--- src/hw/rtl/pps_pkg.sv ---
// ----------------------------------------------------------------------------
// pps_pkg
// Shared widths, opcodes and inter-module structs of the pagerank push scatter
// ----------------------------------------------------------------------------
`default_nettype none

package pps_pkg;

    // field widths
    localparam int unsigned OPC_W  = 2;
    localparam int unsigned RANK_W = 32;
    localparam int unsigned DEG_W  = 17;
    localparam int unsigned IDX_W  = 16;
    localparam int unsigned ACC_W  = 40;

    // vertex count handling
    localparam int unsigned VERTICES_DEF  = 65536;
    localparam int unsigned MEM_DEPTH_MAX = 65536;
    localparam int unsigned LIM_W         = 25;

    // word opcodes
    typedef enum logic [OPC_W-1:0] {
        OP_VERTEX = 2'd0,
        OP_EDGE   = 2'd1,
        OP_READ   = 2'd2
    } t_opcode;

    // request into the accumulator memory
    typedef struct packed {
        logic              valid;
        logic              is_read;
        logic [IDX_W-1:0]  index;
        logic [RANK_W-1:0] share;
    } t_acc_req;

    // read response out of the accumulator memory
    typedef struct packed {
        logic             valid;
        logic [IDX_W-1:0] index;
        logic [ACC_W-1:0] value;
    } t_acc_rsp;

    // accumulator memory status
    typedef struct packed {
        logic clearing;
        logic read_pending;
    } t_acc_stat;

endpackage

`default_nettype wire

--- src/hw/rtl/pps_div.sv ---
// ----------------------------------------------------------------------------
// pps_div
// Shift-subtract divider, one quotient bit per cycle, for the vertex share
// ----------------------------------------------------------------------------
`default_nettype none

module pps_div (
    input  wire logic                      i_clk,
    input  wire logic                      i_rst_n,
    input  wire logic                      i_start,
    input  wire logic [pps_pkg::RANK_W-1:0] i_dividend,
    input  wire logic [pps_pkg::DEG_W-1:0]  i_divisor,
    output logic                           o_busy,
    output logic                           o_done,
    output logic [pps_pkg::RANK_W-1:0]     o_quot
);
    import pps_pkg::*;

    localparam int unsigned CNT_W = $clog2(RANK_W);

    logic              r_busy, n_busy;
    logic              r_done, n_done;
    logic [CNT_W-1:0]  r_cnt, n_cnt;
    logic [RANK_W-1:0] r_dvd, n_dvd;
    logic [DEG_W-1:0]  r_dsr, n_dsr;
    logic [DEG_W-1:0]  r_rem, n_rem;
    logic [DEG_W:0]    rem_shift;
    logic [DEG_W+1:0]  diff;
    logic              ge;

    // one restoring step
    always_comb begin
        rem_shift = {r_rem, r_dvd[RANK_W-1]};
        diff      = {1'b0, rem_shift} - {2'b00, r_dsr};
        ge        = ~diff[DEG_W+1];
    end

    // next state of the iteration
    always_comb begin
        n_busy = r_busy;
        n_done = 1'b0;
        n_cnt  = r_cnt;
        n_dvd  = r_dvd;
        n_dsr  = r_dsr;
        n_rem  = r_rem;
        if (i_start) begin
            n_busy = 1'b1;
            n_cnt  = CNT_W'(RANK_W - 1);
            n_dvd  = i_dividend;
            n_dsr  = i_divisor;
            n_rem  = '0;
        end else if (r_busy) begin
            n_dvd = {r_dvd[RANK_W-2:0], ge};
            n_rem = ge ? diff[DEG_W-1:0] : rem_shift[DEG_W-1:0];
            n_cnt = r_cnt - CNT_W'(1);
            if (r_cnt == '0) begin
                n_busy = 1'b0;
                n_done = 1'b1;
            end
        end
    end

    // control registers
    always_ff @(posedge i_clk) begin
        if (!i_rst_n) begin
            r_busy <= 1'b0;
            r_done <= 1'b0;
            r_cnt  <= '0;
        end else begin
            r_busy <= n_busy;
            r_done <= n_done;
            r_cnt  <= n_cnt;
        end
    end

    // datapath registers
    always_ff @(posedge i_clk) begin
        r_dvd <= n_dvd;
        r_dsr <= n_dsr;
        r_rem <= n_rem;
    end

    assign o_busy = r_busy;
    assign o_done = r_done;
    assign o_quot = r_dvd;

endmodule

`default_nettype wire

--- config.mk ---
export PLATFORM = sky130hd
export DESIGN_NAME = pps_div
export DESIGN_NICKNAME = d
export VERILOG_FILES = /design/src/hw/rtl/pps_pkg.sv /design/src/hw/rtl/pps_div.sv
export SDC_FILE = /design/constraint.sdc
export NUM_CORES = 1
export LEC_CHECK = 0
export CAP_MARGIN = 10
export CORE_MARGIN = 2
export CORE_UTILIZATION = 57
export DETAILED_ROUTE_END_ITERATION = 12
export DONT_BUFFER_PORTS = 1
export GPL_TIMING_DRIVEN = 0
export PLACE_DENSITY = 0.72
export SLEW_MARGIN = 10
export SYNTH_ARGS = -nofsm -noshare
export SYNTH_HDL_FRONTEND = slang
export SYNTH_SLANG_ARGS = --single-unit
--- constraint.sdc ---
create_clock -name i_clk -period 2.8 [get_ports i_clk]
set_input_delay 0.14 -clock i_clk [delete_from_list [all_inputs] [get_ports i_clk]]
set_output_delay 0.14 -clock i_clk [all_outputs]
set_load 0.01 [all_outputs]
Word level (Yosys, flattened, before mapping) --
Index checks and enable logic that the tools add are counted.
Word-level totals: word-level logic and storage cells 23, bits of input ports 52, flip-flop bits (word level) 73, output and inout port bits 34
Cells by class: mux-type cells 9, bitwise gates (word level) 3, add/sub/neg operators 2, reduce and logical (&&, ||, !) cells 3
Operator list (number):
- two-way mux 32 bit | 2
- subtractor 18 x 17 -> 19 bit | 1
- two-way mux 17 bit | 1
- two-way mux 5 bit | 2
- logical NOT 5 bit | 1
- subtractor 5 x 1 -> 5 bit, second input constant | 1
- two-way mux 1 bit | 4
- inverter 1 bit | 3
- OR reduction 3 bit | 1
- nonzero test 2 bit | 1

Longest topological paths before layout --
word-level depth 4, gate-level depth with buffers 11, mapped depth without buffers 10

Worst setup path before layout --
Ideal clock, no wire load.
path type register to register, start reg r_dvd[31], in the netlist o_quot[31], end reg r_dvd[0], in the netlist o_quot[0], data pin, slack 0.199 ns, stages on the path, launching flop included 11, setup time 0.271 ns, data arrival time 2.330 ns, cell sequence edfxtp_1 -> inv_1 -> ha_1 -> inv_1 -> fa_1 -> a21o_1 -> a221oi_2 -> o21ai_2 -> a31oi_4 -> buf_2 -> mux2i_1
Between the ends: word-level cells in the longest chain between the ends 4
Ends and longest elaborated chain:
- start, declared | RTL line pps_div.sv:24 | logic [RANK_W-1:0] r_dvd, n_dvd;
- start signal, assigned | RTL line pps_div.sv:78 | r_dvd <= n_dvd;
- subtractor 18 x 17 -> 19 bit | RTL line pps_div.sv:34 | diff = {1'b0, rem_shift} - {2'b00, r_dsr};
- inverter 1 bit | RTL line pps_div.sv:35 | ge = ~diff[DEG_W+1];
- two-way mux 32 bit | RTL line pps_div.sv:52 | end else if (r_busy) begin
- two-way mux 32 bit | RTL line pps_div.sv:46 | if (i_start) begin
- via n_dvd[0] | RTL line pps_div.sv:24
The timed path passes the listed nets, and every way through them passes these cells. The select of a mux whose other input is x is not followed. A chain may end at the register's enable or synchronous reset.

Final worst setup path --
start reg r_dvd[31], in the netlist o_quot[31], end reg r_rem[2]
Between the ends: word-level cells in the longest chain between the ends 2
Ends and longest elaborated chain:
- subtractor 18 x 17 -> 19 bit | RTL line pps_div.sv:34
- two-way mux 17 bit | RTL line pps_div.sv:54 | n_rem = ge ? diff[DEG_W-1:0] : rem_shift[DEG_W-1:0];
- end signal, assigned | RTL line pps_div.sv:80 | r_rem <= n_rem;
- end, declared | RTL line pps_div.sv:26 | logic [DEG_W-1:0] r_rem, n_rem;
No other way between the ends.

==> results_dict.tcl <==
set metrics [dict create \
    powerDensity_nw_per_um2 599.4 \
    placementRows 29 \
    synthCells 342 \
    clock_path_buffers 2 \
    post-route-drc-count 0 \
    worstPathArrival_ns 2.96 \
    drv_slew 0 \
    synth_fp_nets 414 \
    cp-start-kind "flip-flop" \
    h-tree-depth 3 \
    synth_area_leaders "edfxtp_1, dfxtp_1, mux2_2" \
    fp.dieArea_um2 7407 \
    worst_slew_pin_slew_ns 0.9015 \
    antenna_found_initial 0 \
    final_antenna_net_count 0 \
    clkLatencyLatePin_ns 0.35 \
    overflow 0 \
    drive_gt1_share_pct 15.72 \
    die_w_um 86.07 \
    critPathMaxFanout 5 \
    routabilityCongestion 0.9057 \
    grt_pass1_wl_mm 13.89 \
    required_ns 3.02 \
    synth_seq_cells 73 \
    synth_most_common_cell "edfxtp_1" \
    vias 2868 \
    path_class "reg -> reg" \
    fin_crit_sh_pct 97.92 \
    die_y_um 86.07 \
    end_kind "flip-flop" \
    power_uw 2813 \
    cts.sinks 73 \
    finalSetupViolations 0 \
    cts_tree "done" \
    fin_nets 474 \
    peakVddDrop_mv 0.4854 \
    insertedDiodeCount 0 \
    netlist_area_um2 3839 \
    cts_buffers 9 \
    grt_use_total_pct 24.41 \
    p_leak_uw 0.001950 \
    via_per_inst 5.926 \
    num-fill-cells 416 \
    dp_hpwl_mm 5.381 \
    period_minus_slack_ns 2.742 \
    initialDrtViolationCount 173 \
    finalHoldWorstSlack_ns 0.01260 \
    ios 86 \
    ys_warn_count 0 \
    synth_flop_cell "edfxtp_1" \
    grt_pass1_vias 2862 \
    syn_avg_cell_area_um2 11.22 \
    synth.yosys.seq_area_share_pct 50.85 \
    rsz0062_at_grt "yes" \
    syn2layout_area_growth_pct 22.26 \
    final_hold_viol_count 0 \
    synth_edf_count 49 \
    ctsRootBufferMaster "clkbuf_8" \
    synth.distinct_cells 51 \
    synth_top_cell_by_area "edfxtp_1" \
    start_util_pct 59.77 \
    wl_per_cell_um 18.46 \
    clock_skew_ns 0.01429 \
    first_pass_iters 4 \
    synth_top_area_share_pct 38.33 \
    port-buffer-count 0 \
    hp-class "in -> reg" \
    totalWireLength_mm 8.936 \
    max_freq_mhz 364.7 \
    maxCapViolCount 0 \
    utilization_pct 73.08 \
    maxSlewHeadroom_pct 39.70 \
    status "completed" \
    core_um2 6422 \
    grt_start_max_net_pins 33 \
    clk_pin_slew_worst_paths_ns 0.09 \
    async_flop_share_pct 0 \
    synth_top_cells_by_count "edfxtp_1, mux2_2, nor2_1" \
]
-- final timing paths --
kind,startpoint,to,slack (ns),depth (start not counted)
max reg2reg,o_quot[31],r_rem[2],0.06,11
min reg2reg,r_rem[3],r_rem[3],0.47,2
min,i_dividend[14],o_quot[14],0.01,1
max,o_quot[31],r_rem[2],0.06,11
-- state kept, by name, indices dropped and copies added, names as in the netlist --
signal	flops
r_dsr	17
r_cnt	5
o_done	1
r_rem	17
o_busy	1
o_quot	32
-- timing repair --
action                                  4_1_cts  5_1_grt
resized for setup                             2        6
buffers inserted                              3        4
endpoints found under the hold margin        52        4
pin swaps                                     2        5
hold buffers                                 36        4
endpoints found under the setup margin       16       13
cloned                                        0        1
-- area by class of cell --
| type | instances | area (µm²) | area share (%) |
|---|---|---|---|
| Buffer | 14 | 71.32 | 1.520 |
| Clock buffer | 10 | 127.6 | 2.719 |
| Clock inverter | 6 | 91.34 | 1.946 |
| Inverter | 26 | 97.59 | 2.079 |
| Multi-Input combinational cell | 229 | 1752 | 37.32 |
| Sequential cell | 73 | 1952 | 41.59 |
| Tap cell | 77 | 96.34 | 2.053 |
| Timing Repair Buffer | 49 | 505.5 | 10.77 |
-- metrics by stage --
step | cells | worst slack [ns] | TNS (ns) | area (µm²)
floorplan | 342 | 0.1990 | 0 | 3839
CTS | 474 | 0.05203 | 0 | 4551
finish | 484 | 0.05825 | 0 | 4693
global placement | 419 | -0.1937 | -1.851 | 3935
global route | 484 | -0.05717 | -0.2161 | 4693
detailed placement | 419 | -0.1852 | -1.682 | 3935
-- routing by layer --
| metal | GRT usage, % | routed length [µm] |
|---|---|---|
| met2 | 40.03 | 4243 |
| met3 | 8.373 | 747 |
| met1 | 30.76 | 3795 |
| met4 | 6.926 | 149 |
| met5 | 0 | 0 |
-- cells in the final DEF, fill, tap and decap left out, types with 3 or more instances in the layout --
| cell | Yosys | layout |
|---|---|---|
| nor3_1 | 6 | 6 |
| xor2_1 | 7 | 7 |
| edfxtp_1 | 49 | 49 |
| ha_1 | 19 | 18 |
| inv_1 | 26 | 25 |
| nand2b_1 | 4 | 4 |
| nand3_1 | 4 | 4 |
| mux2i_1 | 9 | 9 |
| dlygate4sd3_1 | 0 | 40 |
| clkbuf_1 | 12 | 13 |
| a32oi_1 | 5 | 5 |
| clkbuf_8 | 0 | 9 |
| xnor2_1 | 9 | 9 |
| a211oi_1 | 4 | 4 |
| mux2_2 | 31 | 31 |
| o31a_1 | 3 | 3 |
| buf_4 | 0 | 7 |
| nor2_1 | 30 | 30 |
| o21ai_1 | 10 | 10 |
| a21o_1 | 7 | 7 |
| nand2_1 | 19 | 19 |
| a21oi_1 | 20 | 20 |
| o21ai_0 | 7 | 7 |
| dfxtp_1 | 24 | 24 |
-- cell families after synthesis --
kind of cell / synth area share, %
compound gates: 13.98
buf+inv: 4.139
fa+ha+maj: 6.715
xor+xnor: 3.651
mux: 11.44
simple gates: 9.225
flops: 50.85
-- worst max-delay path: stages, from the launching register on --
cell and delay, ns:
edfxtp_1 0.49, inv_1 0.10, ha_2 0.19, inv_2 0.04, fa_2 0.35, a21o_1 0.23, a221oi_4 0.31, o21ai_4 0.10
a31oi_4 0.33, clkbuf_16 0.21, mux2i_1 0.18, o21ai_1 0.08
-- report_power, final --
group	leakage [µW]	total (µW)	switching, µW	internal, µW
combinational	0.00115	534	276	257
sequential	0.000685	1350	89.9	1260
clock	0.000111	927	420	507
(Power assumes the default switching activity.)
